$ cat config.mk
export PLATFORM = sky130hd
export DESIGN_NAME = call_record_stream_parser_top
export DESIGN_NICKNAME = d
export VERILOG_FILES = /design/src/rtl/core/crsp_pkg.sv /design/src/rtl/core/crsp_in_reg.sv /design/src/rtl/core/crsp_parser.sv /design/src/rtl/core/crsp_out_reg.sv /design/src/rtl/core/call_record_stream_parser_top.sv
export SDC_FILE = /design/constraint.sdc
export NUM_CORES = 1
export LEC_CHECK = 0
export BUFFER_PORTS_ARGS = -buffer_cell sky130_fd_sc_hd__buf_2
export CAP_MARGIN = 20
export CORE_MARGIN = 5
export CORE_UTILIZATION = 55
export DETAILED_ROUTE_END_ITERATION = 6
export PLACE_DENSITY = 0.75
export REMOVE_ABC_BUFFERS = 1
export SYNTH_ARGS = -nofsm -noshare
export SYNTH_HDL_FRONTEND = slang
export SYNTH_SLANG_ARGS = --single-unit
$ cat constraint.sdc
create_clock -name clk -period 36.1 [get_ports clk]
set_input_delay 7.22 -clock clk [delete_from_list [all_inputs] [get_ports clk]]
set_output_delay 7.22 -clock clk [all_outputs]
set_load 0.03 [all_outputs]
$ cat src/rtl/core/crsp_pkg.sv
// shared types and constants for the call record stream parser
`timescale 1ns / 1ps

package crsp_pkg;

  localparam int BYTE_W      = 8;
  localparam int NUM_W       = 64;
  localparam int DUR_W       = 24;
  localparam int DATE_BYTES  = 6;
  localparam int DUR_BYTES   = 3;
  localparam int SKIP_BYTES  = 2;
  localparam int FC_W        = 5;
  localparam int RBL_W       = 8;
  localparam int DIG_W       = 5;
  localparam int OUT_DATA_W  = 208;

  localparam logic [BYTE_W-1:0] MARKER_BYTE = 8'd132;
  localparam logic [BYTE_W-1:0] TAG_DATE    = 8'd100;
  localparam logic [BYTE_W-1:0] TAG_BNUM    = 8'd101;
  localparam logic [BYTE_W-1:0] TAG_END     = 8'd168;
  localparam logic [BYTE_W-1:0] LEN_LIMIT   = 8'd32;
  localparam logic [BYTE_W-1:0] LEN_MASK    = 8'd15;
  localparam int                ANSWER_BIT  = 2;

  typedef enum logic [15:0] {
    PH_SEEK   = 16'h0001,
    PH_LEN    = 16'h0002,
    PH_SKIP_A = 16'h0004,
    PH_ANSWER = 16'h0008,
    PH_SKIP_B = 16'h0010,
    PH_ALEN   = 16'h0020,
    PH_ADIG   = 16'h0040,
    PH_TAG100 = 16'h0080,
    PH_DATE   = 16'h0100,
    PH_DSKIP  = 16'h0200,
    PH_DUR    = 16'h0400,
    PH_TAG101 = 16'h0800,
    PH_BLEN   = 16'h1000,
    PH_BDIG   = 16'h2000,
    PH_TAG168 = 16'h4000,
    PH_TAIL   = 16'h8000
  } phase_t;

  // last member sits in the low bits, so answered lands at bit 0
  typedef struct packed {
    logic                  tag168_seen;
    logic [DUR_W-1:0]      duration;
    logic [BYTE_W-1:0]     second_value;
    logic [BYTE_W-1:0]     minute_value;
    logic [BYTE_W-1:0]     hour_value;
    logic [BYTE_W-1:0]     day_value;
    logic [BYTE_W-1:0]     month_value;
    logic [BYTE_W-1:0]     year_value;
    logic [NUM_W-1:0]      callee_number;
    logic [NUM_W-1:0]      caller_number;
    logic                  answered;
  } record_t;

  localparam int RECORD_W = $bits(record_t);

  typedef struct packed {
    logic              take;
    logic [BYTE_W-1:0] data;
  } byte_xfer_t;

endpackage

$ cat src/rtl/core/crsp_in_reg.sv
// input byte register with stall control
`timescale 1ns / 1ps

module crsp_in_reg
  import crsp_pkg::*;
(
  input  logic              clk,
  input  logic              rst_n,
  input  logic              in_tvalid,
  output logic              in_tready,
  input  logic [BYTE_W-1:0] in_tdata,
  input  logic              advance,
  output byte_xfer_t        xfer
);

  logic              vld_r, vld_nxt;
  logic [BYTE_W-1:0] data_r, data_nxt;
  logic              accept;

  assign in_tready = !vld_r || advance;
  assign accept    = in_tvalid && in_tready;

  always_comb begin
    vld_nxt  = vld_r;
    data_nxt = data_r;
    if (accept) begin
      vld_nxt  = 1'b1;
      data_nxt = in_tdata;
    end else if (advance) begin
      vld_nxt = 1'b0;
    end
  end

  always_ff @(posedge clk) begin
    if (!rst_n) begin
      vld_r <= 1'b0;
    end else begin
      vld_r <= vld_nxt;
    end
    data_r <= data_nxt;
  end

  assign xfer.take = vld_r && advance;
  assign xfer.data = data_r;

endmodule

$ cat src/rtl/core/crsp_parser.sv
// record parsing state machine, field capture and number accumulation
`timescale 1ns / 1ps

module crsp_parser
  import crsp_pkg::*;
(
  input  logic       clk,
  input  logic       rst_n,
  input  byte_xfer_t xfer,
  output logic       res_valid,
  output record_t    res
);

  phase_t             phase_r, phase_nxt;
  logic [RBL_W-1:0]   rbl_r, rbl_nxt;
  logic [FC_W-1:0]    fc_r, fc_nxt;
  logic [DIG_W-1:0]   dig_r, dig_nxt;
  logic               odd_r, odd_nxt;
  logic [NUM_W-1:0]   acc_r, acc_nxt;
  logic [NUM_W-1:0]   caller_r, caller_nxt;
  logic [NUM_W-1:0]   callee_r, callee_nxt;
  logic [BYTE_W-1:0]  date_r [DATE_BYTES];
  logic [BYTE_W-1:0]  date_nxt [DATE_BYTES];
  logic [DUR_W-1:0]   dur_r, dur_nxt;
  logic               ans_r, ans_nxt;

  logic [BYTE_W-1:0]  b;
  logic [RBL_W-1:0]   rbl_dec;
  logic [FC_W-1:0]    fc_inc;
  logic [5:0]         len6;
  logic [6:0]         len_sum;
  logic [DIG_W-1:0]   dig_start;
  logic [DIG_W-1:0]   dig_dec;
  logic [3:0]         hi, lo;
  logic [BYTE_W-1:0]  hi_x10;
  logic [NUM_W-1:0]   acc_x10, acc_x100, acc_step;
  logic               do_finish;
  logic               end_tag;

  assign b       = xfer.data;
  assign rbl_dec = (rbl_r != '0) ? rbl_r - RBL_W'(1) : '0;
  assign fc_inc  = fc_r + FC_W'(1);
  assign end_tag = (b == TAG_END);

  // number length: values above the limit keep only the low nibble
  assign len6      = (b > LEN_LIMIT) ? 6'(b & LEN_MASK) : b[5:0];
  assign len_sum   = {1'b0, len6} + 7'd1;
  assign dig_start = len_sum[DIG_W:1];
  assign dig_dec   = (dig_r != '0) ? dig_r - DIG_W'(1) : '0;

  // one packed bcd byte: times 10 or 100 by shift and add
  assign hi       = b[7:4];
  assign lo       = b[3:0];
  assign hi_x10   = {1'b0, hi, 3'b000} + {3'b000, hi, 1'b0};
  assign acc_x10  = {acc_r[NUM_W-4:0], 3'b000} + {acc_r[NUM_W-2:0], 1'b0};
  assign acc_x100 = {acc_r[NUM_W-7:0], 6'b0} + {acc_r[NUM_W-6:0], 5'b0}
                  + {acc_r[NUM_W-3:0], 2'b0};
  assign acc_step = (dig_r == DIG_W'(1) && odd_r) ? acc_x10 + NUM_W'(hi)
                  : acc_x100 + NUM_W'(hi_x10) + NUM_W'(lo);

  always_comb begin
    phase_nxt  = phase_r;
    rbl_nxt    = rbl_r;
    fc_nxt     = fc_r;
    dig_nxt    = dig_r;
    odd_nxt    = odd_r;
    acc_nxt    = acc_r;
    caller_nxt = caller_r;
    callee_nxt = callee_r;
    date_nxt   = date_r;
    dur_nxt    = dur_r;
    ans_nxt    = ans_r;
    do_finish  = 1'b0;
    res_valid  = 1'b0;

    if (xfer.take) begin
      // the record count moves only on bytes that are taken
      rbl_nxt = rbl_dec;
      unique case (phase_r)
        PH_TAIL: begin
          if (rbl_dec == '0) phase_nxt = PH_SEEK;
        end
        PH_LEN: begin
          rbl_nxt    = (b != '0) ? b - RBL_W'(1) : '0;
          caller_nxt = '0;
          callee_nxt = '0;
          dur_nxt    = '0;
          ans_nxt    = 1'b0;
          fc_nxt     = '0;
          phase_nxt  = PH_SKIP_A;
        end
        PH_SKIP_A, PH_SKIP_B: begin
          fc_nxt = fc_inc;
          if (fc_inc >= FC_W'(SKIP_BYTES)) begin
            fc_nxt    = '0;
            phase_nxt = (phase_r == PH_SKIP_A) ? PH_ANSWER : PH_ALEN;
          end
        end
        PH_ANSWER: begin
          ans_nxt   = b[ANSWER_BIT];
          phase_nxt = PH_SKIP_B;
        end
        PH_ALEN, PH_BLEN: begin
          odd_nxt = len6[0];
          dig_nxt = dig_start;
          acc_nxt = '0;
          if (dig_start != '0) begin
            phase_nxt = (phase_r == PH_ALEN) ? PH_ADIG : PH_BDIG;
          end else if (phase_r == PH_ALEN) begin
            caller_nxt = '0;
            phase_nxt  = PH_TAG100;
          end else begin
            callee_nxt = '0;
            phase_nxt  = PH_TAG168;
          end
        end
        PH_ADIG, PH_BDIG: begin
          acc_nxt = acc_step;
          dig_nxt = dig_dec;
          if (dig_dec == '0) begin
            if (phase_r == PH_ADIG) begin
              caller_nxt = acc_step;
              phase_nxt  = PH_TAG100;
            end else begin
              callee_nxt = acc_step;
              phase_nxt  = PH_TAG168;
            end
          end
        end
        PH_TAG100: begin
          if (b == TAG_DATE) begin
            fc_nxt    = '0;
            phase_nxt = PH_DATE;
          end else if (b == TAG_BNUM) begin
            phase_nxt = PH_BLEN;
          end else begin
            do_finish = 1'b1;
          end
        end
        PH_DATE: begin
          for (int k = 0; k < DATE_BYTES; k++) begin
            if (fc_r == FC_W'(k)) date_nxt[k] = b;
          end
          fc_nxt = fc_inc;
          if (fc_inc >= FC_W'(DATE_BYTES)) phase_nxt = PH_DSKIP;
        end
        PH_DSKIP: begin
          fc_nxt    = '0;
          phase_nxt = PH_DUR;
        end
        PH_DUR: begin
          // duration arrives low byte first
          for (int k = 0; k < DUR_BYTES; k++) begin
            if (fc_r == FC_W'(k)) dur_nxt[k*BYTE_W +: BYTE_W] = dur_r[k*BYTE_W +: BYTE_W] | b;
          end
          fc_nxt = fc_inc;
          if (fc_inc >= FC_W'(DUR_BYTES)) phase_nxt = PH_TAG101;
        end
        PH_TAG101: begin
          if (b == TAG_BNUM) begin
            phase_nxt = PH_BLEN;
          end else begin
            do_finish = 1'b1;
          end
        end
        PH_TAG168: begin
          do_finish = 1'b1;
        end
        default: begin
          // seeking, and any code with no meaning
          rbl_nxt   = rbl_r;
          phase_nxt = (b == MARKER_BYTE) ? PH_LEN : PH_SEEK;
        end
      endcase

      // closing byte must lie inside the declared length
      if (do_finish) begin
        if (rbl_dec == '0) begin
          phase_nxt = PH_SEEK;
        end else begin
          res_valid = 1'b1;
          rbl_nxt   = rbl_dec - RBL_W'(1);
          phase_nxt = (rbl_dec != RBL_W'(1)) ? PH_TAIL : PH_SEEK;
        end
      end
    end
  end

  always_comb begin
    res.answered      = ans_r;
    res.caller_number = caller_r;
    res.callee_number = callee_r;
    res.year_value    = date_r[0];
    res.month_value   = date_r[1];
    res.day_value     = date_r[2];
    res.hour_value    = date_r[3];
    res.minute_value  = date_r[4];
    res.second_value  = date_r[5];
    res.duration      = dur_r;
    res.tag168_seen   = end_tag;
  end

  always_ff @(posedge clk) begin
    if (!rst_n) begin
      phase_r  <= PH_SEEK;
      rbl_r    <= '0;
      fc_r     <= '0;
      dig_r    <= '0;
      odd_r    <= 1'b0;
      acc_r    <= '0;
      caller_r <= '0;
      callee_r <= '0;
      for (int k = 0; k < DATE_BYTES; k++) date_r[k] <= '0;
      dur_r    <= '0;
      ans_r    <= 1'b0;
    end else begin
      phase_r  <= phase_nxt;
      rbl_r    <= rbl_nxt;
      fc_r     <= fc_nxt;
      dig_r    <= dig_nxt;
      odd_r    <= odd_nxt;
      acc_r    <= acc_nxt;
      caller_r <= caller_nxt;
      callee_r <= callee_nxt;
      for (int k = 0; k < DATE_BYTES; k++) date_r[k] <= date_nxt[k];
      dur_r    <= dur_nxt;
      ans_r    <= ans_nxt;
    end
  end

endmodule

$ cat src/rtl/core/crsp_out_reg.sv
// result register toward the output stream
`timescale 1ns / 1ps

module crsp_out_reg
  import crsp_pkg::*;
(
  input  logic                  clk,
  input  logic                  rst_n,
  input  logic                  res_valid,
  input  record_t               res,
  output logic                  advance,
  output logic                  out_tvalid,
  input  logic                  out_tready,
  output logic [OUT_DATA_W-1:0] out_tdata
);

  logic    vld_r, vld_nxt;
  record_t rec_r, rec_nxt;

  // parser may step whenever the held result is gone or leaving now
  assign advance = !vld_r || out_tready;

  always_comb begin
    vld_nxt = vld_r;
    rec_nxt = rec_r;
    if (res_valid) begin
      vld_nxt = 1'b1;
      rec_nxt = res;
    end else if (out_tready) begin
      vld_nxt = 1'b0;
    end
  end

  always_ff @(posedge clk) begin
    if (!rst_n) begin
      vld_r <= 1'b0;
    end else begin
      vld_r <= vld_nxt;
    end
    rec_r <= rec_nxt;
  end

  assign out_tvalid = vld_r;
  assign out_tdata  = {(OUT_DATA_W - RECORD_W)'(0), rec_r};

endmodule

$ cat src/rtl/core/call_record_stream_parser_top.sv
// top level of the call record stream parser
`timescale 1ns / 1ps

// Parses a billing-record byte stream at one byte per clock, sustained while
// the output side takes records. Each byte goes into an input register and is
// parsed by the record state machine once the output register lets it step;
// when it closes a record, the record lands in the output register at the end
// of that cycle. A byte is accepted every cycle as long as the output side
// takes records; a stalled output holds one record while the input register
// still takes one more byte. Records whose fields overrun the declared length
// are dropped silently, and date/time fields keep the last parsed tag 100
// group.

module call_record_stream_parser_top
  import crsp_pkg::*;
(
  input  logic                  clk,
  input  logic                  rst_n,
  input  logic                  in_tvalid,
  output logic                  in_tready,
  input  logic [BYTE_W-1:0]     in_tdata,   // [7:0] data_byte
  output logic                  out_tvalid,
  input  logic                  out_tready,
  // [0] answered, [64:1] caller_number, [128:65] callee_number,
  // [136:129] year_value, [144:137] month_value, [152:145] day_value,
  // [160:153] hour_value, [168:161] minute_value, [176:169] second_value,
  // [200:177] duration, [201] tag168_seen, [207:202] zero
  output logic [OUT_DATA_W-1:0] out_tdata
);

  logic       advance;
  byte_xfer_t xfer;
  logic       res_valid;
  record_t    res;

  crsp_in_reg u_in_reg (
    .clk       (clk),
    .rst_n     (rst_n),
    .in_tvalid (in_tvalid),
    .in_tready (in_tready),
    .in_tdata  (in_tdata),
    .advance   (advance),
    .xfer      (xfer)
  );

  crsp_parser u_parser (
    .clk       (clk),
    .rst_n     (rst_n),
    .xfer      (xfer),
    .res_valid (res_valid),
    .res       (res)
  );

  crsp_out_reg u_out_reg (
    .clk        (clk),
    .rst_n      (rst_n),
    .res_valid  (res_valid),
    .res        (res),
    .advance    (advance),
    .out_tvalid (out_tvalid),
    .out_tready (out_tready),
    .out_tdata  (out_tdata)
  );

endmodule

==> impl_results.md, run 1 <==
* Largest net degree at the start of global routing at 126
* Post-Syn Instances at ~3.3k
* Launching element type of the critical path: input pin
* Synth Area in Compound Gates at 0.181
* Crit path max-delay cell type: nor2b_1
* Area after DPL at roughly 31000 µm²
* Gpl congestion at between 0.9 and 1
* Slew Limit Fails at 0
* Drt pass-1 iters at 7
* Commonest cells after routing, fill and taps aside: nand2_1, a21oi_1, dfxtp_1, nor2_1, ha_1
* Fin crit share at 0.418
* Synth cell types at 90
* PwrDens at between 30 and 40 nW/µm²
* Highest clock rate at 0.0662 GHz
* Worst Tran Pin Value at about 1100 ps
* Die width at between 200 and 250 µm
* Routed WL at between 80 and 90 mm
* WP data required at 28880 ps
* Post-synthesis simple-gate area fraction at 0.158
* Reg2Reg Depth at 18
* Mapped cell area at approximately 30000 µm²
* Post-DP HPWL at 66.4 mm
* Filler Cell Count at around 4.5k
* Via count at between 20k and 30k
* Post-Syn Area per Cell at approximately 9.2 µm²
* GRT Overall Usage at 0.288
* Ports at roughly 220
* Worst Setup Path Type: input pin to output port
* Synth top area cells: edfxtp_1, dfxtp_1, ha_1
* Core Region at 53900 µm²
* Register bit count reported by yosys at roughly 510
* Min-delay src: u_parser.callee_r[16]$_SDFFE_PN0P_
* Average wire per standard cell at 21.5 µm
* Reg-to-Reg Start: u_in_reg.data_r[6]$_DFFE_PP_
* Setup Skew at 28.4 ps
* Xor/xnor cell area share of the yosys netlist at 0.0379
* Critical path arrival at ~7900 ps
* Initial cell density of the core at 0.557
* Post-CTS sizing at 0
* Run status: finished with violations
* Worst hold path cell count at 0
* Cell breakdown of the critical path: buf_2 -> nor2b_1 -> nand2_1 -> buf_2
* Grt ovf at 0
* H-tree depth at 2
* Post-synth EDFFs at between 200 and 250
* Worst-Skew Late Latency at between 600 and 700 ps
* Final Cell Area at 33200 µm²
* DRT iter0 DRCs at roughly 2.3k
* Slew Limit Headroom at 0.277
* Worst vdd ir at between 0.03 and 0.04 mV
* Post-CTS setup buffer count at 0
* Yosys top cell area share at 0.210
* CP max FO at 5
* Cell Count, Final, Fillers Out at 4122
* DR vias/cell at just over 6
* Max Cap Viol at 0
* Lkg Pwr at around 13 nW
* CTS tree: built
* Final setup viols at 0
* Ys flop type: dfxtp_1
* Share of cells above drive strength 1 at 0.107
* Setup TNS at 0 ps
* Sequential share of the synthesized area at 0.411
* First-pass GRT wire length at roughly 140 mm
* Final Hold Fails at 0
* Root buffer cell: clkbuf_16
* CTS Sinks at 511
* Synth area leader: edfxtp_1
* Worst setup path start: out_tready
* RSZ-0062 raised after global routing: no
* CTS buffer count at 51
* Largest family of logic cells by synthesized area: compound AO/OA/AOI/OAI gates
* Clock Pin Slew Worst Setup and Hold Paths at approximately 60 ps
* Die ar. at around 59000 µm²
* Post-synthesis mux area share at 0.0114
* Adder-Cell Fraction of Synth Area at 0.151
* Vias in the first global route at about 24k
* Drt drc at 1
* Commonest non-fill, non-tap cell in the layout: nand2_1
* P&R area growth vs syn at 10.7%
* Minimum clock period at ~15000 ps
* CTS Hold Bufs at 0
* CP most frequent cell: buf_2
* Async set or reset register ratio after synthesis at 0
* CP peak stage delay at roughly 260 ps
* Initial antenna violation count at 3
* Synth Warn # at 0
* Min-delay worst type: register to register
* Cell Rows at 85
* Port buffer count at roughly 220
* DIE HEIGHT at ~240 µm
* Clk buf depth at 3
* Failing checks: DRC
* Placed cell count at ~4.0k
* Crit end category: output port
* DRT antenna net count at 0
* Nets@finish at ~3.7k
-- final timing paths --
| check | endpoint | slack (ps) |
|---|---|---|
| min | u_out_reg.out_tdata[81]$_DFFE_PP_ | 420 |
| min reg2reg | u_out_reg.out_tdata[81]$_DFFE_PP_ | 420 |
| max reg2reg | u_parser.caller_r[57]$_SDFFE_PN0P_ | 29340 |
| max | in_tready | 21000 |
-- cells in the mapped netlist, types with 22 or more instances --
master    instances
a211oi_1         48
a21o_1           72
a31oi_1          25
buf_2            33
edfxtp_1        210
nand4_1          44
a22oi_1          54
nand2_1         362
mux2i_1          33
nor3_1           65
a21oi_1         328
ha_1            257
inv_1           196
nand2b_1         34
xor2_1           43
dfxtp_1         301
clkbuf_1        115
fa_1             66
nor2_1          263
and3_1           24
xnor2_1          87
o21bai_1         22
o21ai_0         146
nand3_1         110
-- sequential cells by signal, summed over array words and instances (netlist names) --
name	count
u_parser.caller_r	64
u_parser.ans_r	1
u_parser.fc_r	5
u_out_reg.out_tvalid	1
u_parser.dig_r	5
u_parser.dur_r	24
u_parser.acc_r	63
u_in_reg.vld_r	1
u_parser.callee_r	64
u_in_reg.data_r	8
u_parser.rbl_r	8
u_parser.phase_r	16
u_parser.odd_r	1
u_parser.res	48
u_out_reg.out_tdata	202
-- per-stage QoR --
| stage | util | setup WS (ps) | hold slack, ps | power (mW) |
|---|---|---|---|---|
| after floorplan | - | 13800 | 400 | 0.634 |
| after global placement | 0.584 | 20990 | 411 | 0.645 |
| after detailed placement | 0.584 | 20990 | 415 | 0.647 |
| after CTS | 0.616 | 20990 | 426 | 1.18 |
| after global routing | 0.616 | 20900 | 437 | 1.21 |
| final | 0.616 | 21000 | 421 | 1.18 |
-- worst max-delay path, delay by kind of cell --
kind	cells	cell delay (ps)
buffers and inverters	2	290
and+or+nand+nor	2	370
-- power breakdown --
part / internal (mW) / switching [mW] / leakage [nW]
clock network: 0.302 / 0.239 / 0.837
logic: 0.0103 / 0.0249 / 8.74
registers: 0.597 / 0.00222 / 3.89
-- logic make-up after synthesis --
family,count (synthesis)
muxes,34
and+or+nand+nor,1020
other,1
xor gates and xnor gates,130
DFF,511
buffers and inverters,366
adders and majority gates,323
AOI/OAI and AO/OA,865
-- metal layers --
| layer | vias to the layer above | part of all wire | GRT usage |
|---|---|---|---|
| met5 | - | 0 | 0 |
| met4 | 0 | 0.033 | 0.0918 |
| li1 | 11900 | - | - |
| met2 | 1044 | 0.45 | 0.451 |
| met3 | 166 | 0.083 | 0.0592 |
| met1 | 12100 | 0.44 | 0.404 |
-- cell type report --
type	instances	area (µm²)	share of cell area
multi-input combinational	2378	16300	0.489
clock buffer	64	1360	0.0408
tap	696	871	0.0262
inverter	197	744	0.0224
timing repair buffer	243	1300	0.0392
antenna	1	2.50	0.0000753
clock inverter	32	369	0.0111
sequential	511	12300	0.371
Note: power is estimated with default switching activity, not from simulation.
==> run 2: changes to the inputs <==
==> constraint.sdc (replaced) <==
create_clock -name clk -period 14.8 [get_ports clk]
set_input_delay 2.96 -clock clk [delete_from_list [all_inputs] [get_ports clk]]
set_output_delay 2.96 -clock clk [all_outputs]
set_load 0.03 [all_outputs]
==> run 2 against run 1 <==
The run now ends clean. Final cell count about the same. Critical path depth unchanged. Routed wire length increased by 0.34%. Critical path type unchanged.
==> impl_results.md, run 2 (synthesis gave the netlist of run 1 again) <==
* Run status: finished, final reports clean
* Port buffer count at between 200 and 250
* Crit end category: output port
* Average wire per standard cell at ~22 µm
* CP max FO at 5
* Sw Ratio at 0.223
* RSZ-0062 raised after global routing: no
* H-tree depth at 2
* WP data required at 11840 ps
* Minimum clock period at 6610 ps
* Nets@finish at ~3.7k
* Vias in the first global route at between 20k and 25k
* Cell Count, Final, Fillers Out at ~4.1k
* Clk pwr share at 0.446
* Grt ovf at 0
* Reg-to-Reg Start: u_in_reg.data_r[3]$_DFFE_PP_
* Internal power at roughly 2.2 mW
* Die ar. at 59300 µm²
* Largest net degree at the start of global routing at a little under 100
* DRT antenna net count at 0
* CTS Sinks at between 500 and 600
* Ports at between 200 and 250
* Worst-Skew Late Latency at about 600 ps
* Switching power at roughly 0.62 mW
* Area after DPL at around 31000 µm²
* Final Hold Fails at 0
* Cell Rows at 85
* Setup Skew at around 19 ps
* Commonest cells after routing, fill and taps aside: nand2_1, a21oi_1, dfxtp_1, nor2_1, ha_1
* Share of cells above drive strength 1 at 0.105
* Drt pass-1 iters at 7
* CTS buffer count at between 40 and 50
* Sequential Power Share at 0.524
* Reg2Reg Depth at 17
* Gpl congestion at about 1
* # diodes at 0
* Post-CTS sizing at 0
* DIE HEIGHT at about 240 µm
* Slew Limit Fails at 0
* DR vias/cell at roughly 6.1
* Max Cap Viol at 0
* RR Endpoint: u_parser.acc_r[53]$_SDFFE_PN0P_
* Final Cell Area at 33100 µm²
* Worst setup path start: out_tready
* R2R Setup Slk at between 8000 and 9000 ps
* Lkg Pwr at 13.4 nW
* Clk buf depth at 3
* Worst Setup Path Type: input pin to output port
* P&R area growth vs syn at 10.3%
* Die width at 244 µm
* Highest clock rate at around 0.15 GHz
* Clock Pin Slew Worst Setup and Hold Paths at around 60 ps
* Commonest non-fill, non-tap cell in the layout: nand2_1
* Post-DP HPWL at about 67 mm
* Number of flip-flops in the largest register at 202
* Initial cell density of the core at 0.557
* DRT iter0 DRCs at approximately 2.5k
* Core Region at ~54000 µm²
* CTS tree: built
* Final setup viols at 0
* Placed cell count at 4024
* Launching element type of the critical path: input pin
* Via count at about 25k
* First-pass GRT wire length at around 140 mm
* Critical path arrival at between 3000 and 4000 ps
* Fin crit share at 0.447
* Worst vdd ir at between 0.08 and 0.09 mV
* CTS Hold Bufs at 0
* PwrDens at 84.4 nW/µm²
* Worst hold path cell count at 0
* Post-CTS setup buffer count at 0
* Drt drc at 0
* Slew Limit Headroom at 0.297
* Min-delay worst type: register to register
* Root buffer cell: clkbuf_16
* CP endpoint: in_tready
* Routed WL at a little under 90 mm
* Worst Tran Pin Value at roughly 1100 ps
* Combinational fraction of design power at 0.030
* GRT Overall Usage at 0.288
* Initial antenna violation count at 0
## run 2: how the worst min path moves through the flow
stage / start / endpoint / slack (ps)
CTS: u_parser.callee_r[62]$_SDFFE_PN0P_ / u_out_reg.out_tdata[127]$_DFFE_PP_ / 430
floorplan: u_parser.callee_r[62]$_SDFFE_PN0P_ / u_out_reg.out_tdata[127]$_DFFE_PP_ / 400
finish: u_parser.callee_r[5]$_SDFFE_PN0P_ / u_out_reg.out_tdata[70]$_DFFE_PP_ / 430
global placement: u_parser.callee_r[28]$_SDFFE_PN0P_ / u_out_reg.out_tdata[93]$_DFFE_PP_ / 410
detailed placement: u_parser.caller_r[62]$_SDFFE_PN0P_ / u_out_reg.out_tdata[63]$_DFFE_PP_ / 410
global route: u_parser.callee_r[62]$_SDFFE_PN0P_ / u_out_reg.out_tdata[127]$_DFFE_PP_ / 430
## run 2: power groups by stage
stage | sequential, mW | combinational, mW | clock [mW]
6_report | 1.46 | 0.0845 | 1.25
5_1_grt | 1.46 | 0.0927 | 1.32
4_1_cts | 1.46 | 0.0838 | 1.26
3_5_place_dp | 1.49 | 0.0830 | 0
3_3_place_gp | 1.49 | 0.0805 | 0
2_1_floorplan | 1.49 | 0.0520 | 0
## run 2: layout make-up
class | count | area (µm²)
fillers | 4439 | 20800
multi-input cells | 2378 | 16300
flip-flops and latches | 511 | 12300
clock buffers | 69 | 1370
repair buffers | 244 | 1310
well taps | 696 | 871
inverters | 197 | 744
clock inverters | 23 | 219
## run 2: layer usage
layer | share of wire | vias to the layer above | GRT usage
li1 | - | 11900 | -
met1 | 0.43 | 12100 | 0.395
met2 | 0.45 | 1111 | 0.464
met3 | 0.085 | 174 | 0.0583
met4 | 0.031 | 0 | 0.0880
met5 | 0 | - | 0
## run 2: through the flow
step	setup TNS [ps]	total power, mW	hold WS, ps	util	setup WS [ps]
after floorplan	-657460	1.55	400	-	-3240
after global placement	0	1.57	412	0.584	8240
after detailed placement	0	1.58	411	0.584	8180
after CTS	0	2.81	427	0.613	8180
after global routing	0	2.88	432	0.614	8140
final	0	2.79	428	0.614	8190
## run 2: worst max-delay path: stages
cell     delay [ps]
buf_2           100
nor2b_1         290
nand2_1         120
buf_2           190
